===== config.mk =====
export PLATFORM = sky130hd
export DESIGN_NAME = swm_cell
export DESIGN_NICKNAME = d
export VERILOG_FILES = /design/src/hdl/swm_pkg.sv /design/src/hdl/swm_cell.sv
export SDC_FILE = /design/constraint.sdc
export NUM_CORES = 1
export LEC_CHECK = 0
export BUFFER_PORTS_ARGS = -buffer_cell sky130_fd_sc_hd__buf_4
export CORE_UTILIZATION = 25
export CTS_CLUSTER_SIZE = 14
export DETAILED_ROUTE_END_ITERATION = 10
export GPL_TIMING_DRIVEN = 1
export PLACE_DENSITY = 0.48
export RECOVER_POWER = 25
export SLEW_MARGIN = 20
export SYNTH_ARGS = -nofsm -noshare
export SYNTH_HDL_FRONTEND = slang
export SYNTH_SLANG_ARGS = --single-unit

===== constraint.sdc =====
create_clock -name clk -period 5.7 [get_ports clk]
set_clock_uncertainty 0.15 [all_clocks]
set_input_delay 1.14 -clock clk [delete_from_list [all_inputs] [get_ports clk]]
set_output_delay 1.14 -clock clk [all_outputs]
set_load 0.1 [all_outputs]

===== src/hdl/swm_pkg.sv =====
// Shared constants and types for the sliding window median filter.
package swm_pkg;

  localparam int WINDOW_MAX_DEF  = 64;
  localparam int SAMPLE_BITS_DEF = 16;
  localparam int CFG_W           = 7;
  localparam int SUM_W           = 63;
  localparam logic [CFG_W-1:0] WIN_LEN_RESET = 7'd3;

  typedef struct packed {
    logic load;
    logic clear;
    logic full;
    logic shift;
  } cell_ctrl_t;

endpackage


===== src/hdl/swm_cell.sv =====
// One slot of the sorted window: held sample, age, history tap and scan stage.
module swm_cell #(
  parameter int WINDOW_MAX  = swm_pkg::WINDOW_MAX_DEF,
  parameter int SAMPLE_BITS = swm_pkg::SAMPLE_BITS_DEF,
  parameter int INDEX       = 0,
  localparam int LEN_W      = $clog2(WINDOW_MAX + 1),
  localparam int AGE_W      = (WINDOW_MAX > 1) ? $clog2(WINDOW_MAX) : 1
) (
  input  logic                   clk,
  input  logic                   rst,
  input  swm_pkg::cell_ctrl_t    ctrl,
  input  logic [SAMPLE_BITS-1:0] sample,
  input  logic [SAMPLE_BITS-1:0] drop_value,
  input  logic [LEN_W-1:0]       fill_next,
  input  logic [LEN_W-1:0]       win_len,
  input  logic                   left_valid,
  input  logic [SAMPLE_BITS-1:0] left_value,
  input  logic [AGE_W-1:0]       left_age,
  input  logic                   left_shift_r,
  input  logic                   right_valid,
  input  logic [SAMPLE_BITS-1:0] right_value,
  input  logic [AGE_W-1:0]       right_age,
  input  logic                   right_shift_l,
  input  logic [SAMPLE_BITS-1:0] hist_in,
  input  logic [SAMPLE_BITS-1:0] scan_val_in,
  input  logic                   scan_elig_in,
  output logic                   valid,
  output logic [SAMPLE_BITS-1:0] value,
  output logic [AGE_W-1:0]       age,
  output logic                   shift_l,
  output logic                   shift_r,
  output logic [SAMPLE_BITS-1:0] hist,
  output logic [SAMPLE_BITS-1:0] scan_val,
  output logic                   scan_elig
);

  logic                   del;
  logic                   after_del;
  logic                   gt;
  logic                   take_left;
  logic                   take_self;
  logic                   take_right;
  logic                   valid_pre;
  logic [SAMPLE_BITS-1:0] value_pre;
  logic [AGE_W-1:0]       age_pre;
  logic                   elig_pre;

  // order is value ascending, oldest first among equals
  assign del        = ctrl.full & valid & (age == AGE_W'(WINDOW_MAX - 1));
  assign after_del  = ctrl.full & valid & ~del & (value >= drop_value);
  assign gt         = valid & ~del & (value > sample);
  assign shift_l    = valid & ~del & after_del & ~gt;
  assign shift_r    = valid & ~del & ~after_del & gt;
  assign take_left  = left_valid & left_shift_r;
  assign take_right = right_valid & right_shift_l;
  assign take_self  = valid & ~del & (after_del == gt);
  assign valid_pre  = LEN_W'(INDEX) < fill_next;

  always_comb begin
    value_pre = sample;
    age_pre   = '0;
    if (take_left) begin
      value_pre = left_value;
      age_pre   = left_age + AGE_W'(1);
    end else if (take_self) begin
      value_pre = value;
      age_pre   = age + AGE_W'(1);
    end else if (take_right) begin
      value_pre = right_value;
      age_pre   = right_age + AGE_W'(1);
    end
  end

  assign elig_pre = valid_pre & (LEN_W'(age_pre) < win_len);

  always_ff @(posedge clk) begin
    if (rst) begin
      valid     <= 1'b0;
      scan_elig <= 1'b0;
    end else if (ctrl.load) begin
      valid     <= valid_pre & ~ctrl.clear;
      scan_elig <= elig_pre;
    end else if (ctrl.shift) begin
      scan_elig <= scan_elig_in;
    end
  end

  always_ff @(posedge clk) begin
    if (ctrl.load) begin
      value    <= value_pre;
      age      <= age_pre;
      hist     <= hist_in;
      scan_val <= value_pre;
    end else if (ctrl.shift) begin
      scan_val <= scan_val_in;
    end
  end

  a_one_source: assert property (@(posedge clk) disable iff (rst)
    ctrl.load |-> $onehot0({take_left, take_self, take_right}))
    else $error("cell %0d fed from more than one source", INDEX);

endmodule


Word-level counts from Yosys, hierarchy flattened --
Index checks and enable logic that the tools add are counted.
Cells by class: $add $sub $neg 3, order comparisons 4, eq/ne operators 2, muxes and demuxes 10, bitwise operators 19, reduce and logical (&&, ||, !) cells 1
Operator list (number):
- 16-bit two-way mux | 5
- 6-bit by 1-bit adder with 6-bit output, second input constant | 3
- 6-bit two-way mux | 3
- 16-bit >= comparator | 1
- 16-bit > comparator | 1
- 1-bit AND | 15
- 1-bit by 7-bit less-than comparator with 1-bit output, first input constant | 1
- 6-bit by 7-bit less-than comparator with 1-bit output | 1
- 6-bit equality test, second input constant | 1
- 1-bit inverter | 4
- 1-bit two-way mux | 2
- 2-bit nonzero test | 1
- 1-bit equality test | 1
Word-level totals: register bits after elaboration 56, bits of input ports 133, output and inout port bits 58, logic and storage cells 45

Logic depth before layout (Yosys ltp) --
Gate-level depths: netlist (run 1).
depth in word-level cells 12, gate-level depth with buffers 17, gate-level depth less buffers 16

Worst setup path before layout (run 1) --
Ideal clock, no wire load.
path kind input-to-output, from input sample[10], to output shift_l, arrival 4.700 ns, required time 4.410 ns, setup slack -0.290 ns, stages 7, path buffers 0, cell sequence inv_1 -> ha_1 -> and4_1 -> or4b_1 -> o21ai_0 -> o21ai_1 -> nor3b_1
Between the ends: cells in the longest elaborated chain, start to end 4
Ends and longest elaborated chain:
- start: declaration | line swm_cell.sv:12 | input logic [SAMPLE_BITS-1:0] sample,
- 16-bit > comparator | line swm_cell.sv:51 | assign gt = valid & ~del & (value > sample);
- 1-bit AND | line swm_cell.sv:51
- 1-bit inverter | line swm_cell.sv:52 | assign shift_l = valid & ~del & after_del & ~gt;
- 1-bit AND | line swm_cell.sv:52
- end: declaration | line swm_cell.sv:30 | output logic shift_l,
Every way passes these cells.

Final worst setup path (run 1) --
from input sample[10], to register scan_elig
Between the ends: cells in the longest elaborated chain, start to end 9
Ends and longest elaborated chain:
- 16-bit > comparator | line swm_cell.sv:51
- 1-bit AND | line swm_cell.sv:51
- 1-bit equality test | line swm_cell.sv:56 | assign take_self = valid & ~del & (after_del == gt);
- 1-bit AND | line swm_cell.sv:56
- 6-bit two-way mux | line swm_cell.sv:65 | end else if (take_self) begin
- 6-bit two-way mux | line swm_cell.sv:62 | if (take_left) begin
- via age_pre[5] | line swm_cell.sv:45 | logic [AGE_W-1:0] age_pre;
- 6-bit by 7-bit less-than comparator with 1-bit output | line swm_cell.sv:74 | assign elig_pre = valid_pre & (LEN_W'(age_pre) < win_len);
- 1-bit AND | line swm_cell.sv:74
- 1-bit two-way mux | line swm_cell.sv:80 | end else if (ctrl.load) begin
- end signal: assignment | line swm_cell.sv:82 | scan_elig <= elig_pre;
- end signal: assignment | line swm_cell.sv:84 | scan_elig <= scan_elig_in;
- end: declaration | line swm_cell.sv:34 | output logic scan_elig
The timed path passes the listed nets, and every way through them passes these cells. A chain may end at the register's enable or synchronous reset.

==> results of run 1 <==
-- cells in the final DEF, fill, tap and decap left out, drive strengths merged, types with 4 or more instances in the layout --
master    n
o21ai    43
xor2      4
inv      41
clkbuf   21
nand3    10
nand2    35
nand4     4
ha       40
nor2     13
xnor2     8
buf     176
and3     18
edfxtp   54
mux2i    24
a21oi    32
mux2     16
-- stage by stage --
stage          power (mW)  setup WS (ns)  utilization, %  hold slack (ns)
2_1_floorplan       0.939          0.504               -            0.823
3_3_place_gp         1.12          0.677            36.4            0.421
3_5_place_dp         1.13          0.511            36.4            0.429
4_1_cts              1.47          0.836            37.4            0.444
5_1_grt              1.52          0.568            37.4            0.501
6_report             1.44          0.841            37.4            0.440
-- state kept, by name (all words and copies together) (netlist names) --
name and cells:
age 6, value 16, valid 1, scan_val 16, scan_elig 1, hist 16
-- area by class of cell --
type	count	area share (%)
Inverter	39	2.57
Timing Repair Buffer	192	25.3
Tap cell	211	4.63
Clock buffer	5	2.19
Clock inverter	3	0.439
Sequential cell	56	29.1
Multi-Input combinational cell	278	35.7
-- logic make-up after synthesis --
logic type      share of synthesized area (%)
compound gates                           13.6
xor+xnor                                 2.68
fa+ha+maj                                12.8
buf+inv                                  5.66
flops                                    42.4
mux                                      10.7
simple gates                             12.1
-- worst min path at each step --
| stage | start | endpoint | slack [ns] | cells after the start |
|---|---|---|---|---|
| floorplan | valid$_SDFFE_PP0P_ | valid$_SDFFE_PP0P_ | 0.82 | 2 |
| detailed placement | valid$_SDFFE_PP0P_ | valid$_SDFFE_PP0P_ | 0.43 | 2 |
| global placement | valid$_SDFFE_PP0P_ | valid$_SDFFE_PP0P_ | 0.42 | 2 |
| CTS | valid$_SDFFE_PP0P_ | valid$_SDFFE_PP0P_ | 0.44 | 2 |
| finish | valid$_SDFFE_PP0P_ | valid$_SDFFE_PP0P_ | 0.44 | 2 |
| global route | valid$_SDFFE_PP0P_ | valid$_SDFFE_PP0P_ | 0.50 | 2 |
-- routing by layer --
| layer | global-route usage (%) | share of wire [%] | routed length (um) |
|---|---|---|---|
| met5 | 0 | 0 | 0 |
| met4 | 3.78 | 0.95 | 119 |
| met3 | 4.44 | 7.9 | 983 |
| met2 | 26.7 | 48 | 5990 |
| met1 | 19.8 | 43 | 5400 |
-- worst max-delay path: cells and delay by family --
kind / cells / cell delay, ns
AO/OA/AOI/OAI: 5 / 1.39
AND/OR/NAND/NOR: 5 / 1.27
adder cells (fa/ha/maj): 2 / 0.61
multiplexers: 2 / 0.43
buffers and inverters: 2 / 0.12
-- power by group through the flow --
stage	registers [mW]	clock network, mW	logic [mW]
6_report	0.525	0.331	0.586
5_1_grt	0.531	0.359	0.625
2_1_floorplan	0.793	0	0.145
3_3_place_gp	0.534	0	0.587
3_5_place_dp	0.535	0	0.592
4_1_cts	0.526	0.348	0.593
==> metrics.txt, run 1 <==
slew margin rel. 33.2%; area delta synth->final 45.6%; Mapped Area 0.00392 mm2; worst skew pair latency 0.31 ns; achievable frequency 206 MHz; # nets final 745; CTS Root Buffer Type clkbuf_16; synth top area cells edfxtp_1 (41%), ha_1 (13%), mux2i_1 (6.1%), o21ai_1 (4.6%), mux2_2 (4.6%); Clock Sinks 56; CTS Buf Count 5; routability cong. 0.820; Chip Height 127 um; Final ANT Viol Nets 0; Post-CTS Resized 0; Synth area leader edfxtp_1; grt total ovfl 0; # DRC 0; drt pass-1 iters 4; fin cells 784; crit path kind input pin to flip-flop; Final Max Slew Viols 0; placed cell areas 0.00555 mm2; Filler Cell Count 1559; Syn Area/Cell 10.1 um2; CTS tree yes; worst path arrival time 4.96 ns; Ant. Diodes 0; most frequent cells after synthesis edfxtp_1 (54), ha_1 (40), inv_1 (38); Post-synth top flop edfxtp_1; Tmin final 4.86 ns; I/O pin count 191; PortBufs 190; Sw Ratio 41.5%; Inst Count DP 776; startpoint types input pin; top cell type's share of synthesized area 41.4%; final setup fails 0; number of global-route vias before repair 3697; CTS HTree Levels 2; Leak 2.77 nW; final WL 12500 um; Worst setup EP type flip-flop; die area 0.0162 mm2; slowest stage cell on the critical path or4b_1; area of the multi-input gates 0.00204 mm2; Syn Inst Count 387; WL/cell 15.9 um; combinational fraction of design power 40.7%; site row count 45; flop2flop setup slack 1.26 ns; maxcap violations 0; sequential share of power 36.4%; worst hold-check path type flip-flop to flip-flop; Final Instance Area 0.00570 mm2; total global-route track usage 15.8%; setup TNS 0 ns; Unique masters post-synth 44; Storage cell area 0.00166 mm2; FF-to-FF path depth 14; crit path capture scan_elig$_SDFFE_PP0P_; Cell Pwr Density 253 mW/mm2; Critical Path Source sample[10]; Clk pin slew, worst setup/hold paths 0.08 ns; register area share after synthesis 42.4%; most frequent cell after synthesis edfxtp_1; WP data required 5.80 ns; period utilization 85.2%; endpoints failing hold 0; sequence of cells on the critical path buf_4 -> inv_1 -> ha_1 -> and4_1 -> or4b_1 -> o221a_1 -> or2_1 -> o2111ai_4 -> mux2i_1 -> mux2i_1 -> ha_1 -> and4b_1 -> a2111oi_0 -> o21ai_0 -> nand2b_1 -> o221a_1; largest net degree at the start of global routing 60; part of the power in the clock network 22.9%; number of synthesis warnings 0; antenna violations before repair 0; worst-path fanout max 8; core region area 0.0153 mm2; worst vdd ir 164 uV; hold_buf cts 0; First DRT Iteration DRCs 77; worst flop-to-flop path endpoint scan_elig$_SDFFE_PP0P_; EDFF count, synth 54; Starting Density 25.7%; RSZ-0062 raised after global routing false; async set-reset flop share out of synthesis 0%; Tightest Pin Transition 1.00 ns; total vias in the final route 3577; Die Width 127 um; FF+latch count, synth 56; Worst path max stage delay 0.46 ns; dpl hpwl 9690 um; post-CTS setup buffer count 0; outcome completed; first-pass GRT wire length 19400 um; Pint 0.843 mW; r2r startpoint value[10]$_DFFE_PP_; layout cells sized above 1 38.6%; Synth Net Count 560; clk buf depth 2; P_sw 0.599 mW; Avg Vias per Cell 4.56
Note: power is estimated with default switching activity, not from simulation.
==> run 2, diff against run 1 <==
--- a/config.mk
+++ b/config.mk
@@ -5,12 +5,13 @@
 export SDC_FILE = /design/constraint.sdc
 export NUM_CORES = 1
 export LEC_CHECK = 0
+export ABC_AREA = 1
 export BUFFER_PORTS_ARGS = -buffer_cell sky130_fd_sc_hd__buf_4
-export CORE_UTILIZATION = 25
+export CORE_UTILIZATION = 47
 export CTS_CLUSTER_SIZE = 14
 export DETAILED_ROUTE_END_ITERATION = 10
 export GPL_TIMING_DRIVEN = 1
-export PLACE_DENSITY = 0.48
+export PLACE_DENSITY = 0.81
 export RECOVER_POWER = 25
 export SLEW_MARGIN = 20
 export SYNTH_ARGS = -nofsm -noshare
==> run 2 against run 1 <==
Synthesized cell count is 13% higher; power down 4.4%; first-iteration DRC count rose by 65%; critical path type unchanged; via count grew 6.1%; utilization grew 32 points.
==> metrics.txt, run 2 <==
Clock Sinks 56 (unchanged); sequential share of power 38.3% (+1.9 points); Ant. Diodes 0 (unchanged); antenna violations before repair 0 (unchanged); sequence of cells on the critical path buf_4 -> inv_1 -> ha_1 -> a21oi_1 -> o21ai_0 -> a21oi_1 -> nand2_1 -> nand2_2 -> nand2_1 -> nand2_2 -> nand2_4 -> o21ai_0 -> a41oi_1 -> a21oi_1 -> ha_1 -> a21o_1 -> a21oi_1 -> nor2_1 -> nor3_1 -> nand2_1 -> a21oi_2; top cell type's share of synthesized area 42.0% (+0.59 points); most frequent cell after synthesis nand2_1; maxcap violations 0 (unchanged); hold_buf cts 0 (unchanged); Chip Height 92.6 um (-27%); most frequent cells after synthesis nand2_1 (101), inv_1 (57), edfxtp_1 (54); slowest stage cell on the critical path ha_1; endpoints failing hold 0 (unchanged); Leak 2.68 nW (-3.2%); Final Max Slew Viols 0 (unchanged); worst vdd ir 138 uV (-16%); area delta synth->final 40.7%; final core occ 69.2% (+32 points); I/O pin count 191 (unchanged); routability cong. 0.828 (+0.94%); Die Width 92.6 um (-27%); total global-route track usage 24.4% (+8.7 points); worst skew pair latency 0.32 ns (about the same); Avg Vias per Cell 5.23 (+15%); Worst setup EP type flip-flop; PortBufs 190 (unchanged); post-CTS setup buffer count 0 (unchanged); register area share after synthesis 43.0% (+0.61 points); achievable frequency 250 MHz (+22%); grt total ovfl 0 (unchanged); worst-path fanout max 40 (+32); Starting Density 49.2% (+24 points); CP top delay family compound AO/OA/AOI/OAI gates; worst path arrival time 4.10 ns (-0.86 ns); EDFF count, synth 54 (unchanged); slew margin rel. 36.0% (+2.8 points); crit path kind input pin to flip-flop; Post-CTS Resized 0 (unchanged); Syn Area/Cell 8.79 um2 (-13%); Cell Pwr Density 254 mW/mm2 (+0.32%); final WL 10500 um (-16%); number of synthesis warnings 0 (unchanged); Worst path max stage delay 0.31 ns (-0.15 ns); RSZ-0062 raised after global routing false; final setup fails 0 (unchanged); largest net degree at the start of global routing 72 (+20%); async set-reset flop share out of synthesis 0% (unchanged); Tmin final 4.00 ns (-0.861 ns); Pint 0.770 mW (-8.7%); worst hold-check path type flip-flop to flip-flop; post-place setup slack 1.34 ns (+0.834 ns); number of global-route vias before repair 3627 (-1.9%); Syn Inst Count 439 (+13%); CTS tree yes; commonest cells after routing, fill and taps aside buf_4 (175), nand2_1 (101), inv_1 (57); core region area 0.00785 mm2 (-49%); setup TNS 0 ns (unchanged); Mapped Area 0.00386 mm2 (-1.4%); # DRC 0 (unchanged); startpoint types input pin; Unique masters post-synth 39 (-11%); Clk pin slew, worst setup/hold paths 0.11 ns (+0.03 ns); combinational fraction of design power 44.6% (+3.9 points); part of the power in the clock network 17.1% (-5.8 points); Synth area leader edfxtp_1; dpl hpwl 8160 um (-16%); First DRT Iteration DRCs 127 (+65%); FF+latch count, synth 56 (unchanged); overall power 1.38 mW (-4.4%); CP Buf/Inv Count 2 (unchanged); biggest regs hist x16, scan_val x16, value x16; WHS 0.403 ns (-0.0375 ns); die area 0.00858 mm2 (-47%); site row count 32 (-29%); synth top area cells edfxtp_1 (42%), ha_1 (13%), nand2_1 (9.8%), inv_1 (5.5%), o211ai_1 (5.1%); CTS HTree Levels 2 (unchanged); layout cells sized above 1 35.3% (-3.3 points); clk buf depth 2 (unchanged); first-pass GRT wire length 16500 um (-15%); WL/cell 14.5 um (-8.9%); Synth Net Count 612 (+9.3%); CTS Buf Count 5 (unchanged); leading cell type in the layout, fill and taps excluded buf_4; drt pass-1 iters 4 (unchanged); CTS Root Buffer Type clkbuf_8; P_sw 0.608 mW (+1.6%); Final ANT Viol Nets 0 (unchanged); Post-synth top flop edfxtp_1; outcome completed; period utilization 70.1% (-15 points); Sw Ratio 44.1% (+2.6 points); WP data required 5.80 ns (about the same); Tightest Pin Transition 0.954 ns (-0.0480 ns); final worst setup slack 1.70 ns (+0.861 ns); cell mode on critical path a21oi_1; # nets final 796 (+6.8%); total vias in the final route 3794 (+6.1%)
## run 2: changes by cell type after synthesis, moves of 6 or more
cell      previous run  this run
a31oi_1              0        19
mux2i_1             24         0
xnor2_1              8         2
inv_1               38        57
nand2_1             35       101
mux2_2              16         0
a21oi_1             32        23
nor2_1              13        38
and3_1              18         0
o21ai_1             36         2
o211ai_1             0        26
## run 2: power by group through the flow
stage / combinational (mW) / sequential, mW / clock (mW)
floorplan: 0.168 / 0.811 / 0
global placement: 0.608 / 0.536 / 0
detailed placement: 0.617 / 0.537 / 0
CTS: 0.618 / 0.528 / 0.243
global route: 0.657 / 0.532 / 0.254
finish: 0.615 / 0.528 / 0.236
## run 2: kinds of logic after synthesis
group	Yosys count	synth area share [%]
fa+ha+maj	40	13.0
simple gates	173	19.3
flops	56	43.0
compound gates	90	15.5
xor+xnor	5	1.13
buf+inv	75	8.14
## run 2: cell type report
cell class	instances	area [um2]
Fill cell	673	2410
Multi-Input combinational cell	308	1880
Sequential cell	56	1660
Timing Repair Buffer	191	1430
Inverter	61	229
Tap cell	102	128
Clock buffer	5	68.8
Clock inverter	3	27.5
## run 2: through the flow
stage | instances | instance area, um2
CTS | 726 | 5430
global route | 726 | 5430
floorplan | 439 | 3860
detailed placement | 718 | 5340
global placement | 718 | 5340
finish | 726 | 5430
## run 2: final timing paths
path / startpoint / endpoint / slack, ns / cells past startpoint
setup reg to reg: value[11]$_DFFE_PP_ / scan_elig$_SDFFE_PP0P_ / 2.11 / 19
setup / recovery: drop_value[11] / scan_elig$_SDFFE_PP0P_ / 1.70 / 21
hold / removal: valid$_SDFFE_PP0P_ / valid$_SDFFE_PP0P_ / 0.40 / 2
hold reg to reg: valid$_SDFFE_PP0P_ / valid$_SDFFE_PP0P_ / 0.40 / 2
## run 2: layer usage
layer | track usage, % | vias to the layer above | share of wire (%)
met5 | 0 | - | 0
met4 | 6.54 | 0 | 1.5
met3 | 6.65 | 14 | 9.5
met2 | 42.4 | 173 | 48
met1 | 29.9 | 1721 | 41
li1 | - | 1886 | -
## run 2: worst reg2reg max path, delay by kind of cell (launching register included)
kind | cells | cell delay (ns)
compound gates | 9 | 1.35
fa+ha+maj | 2 | 0.65
flops | 1 | 0.48
simple gates | 8 | 0.90
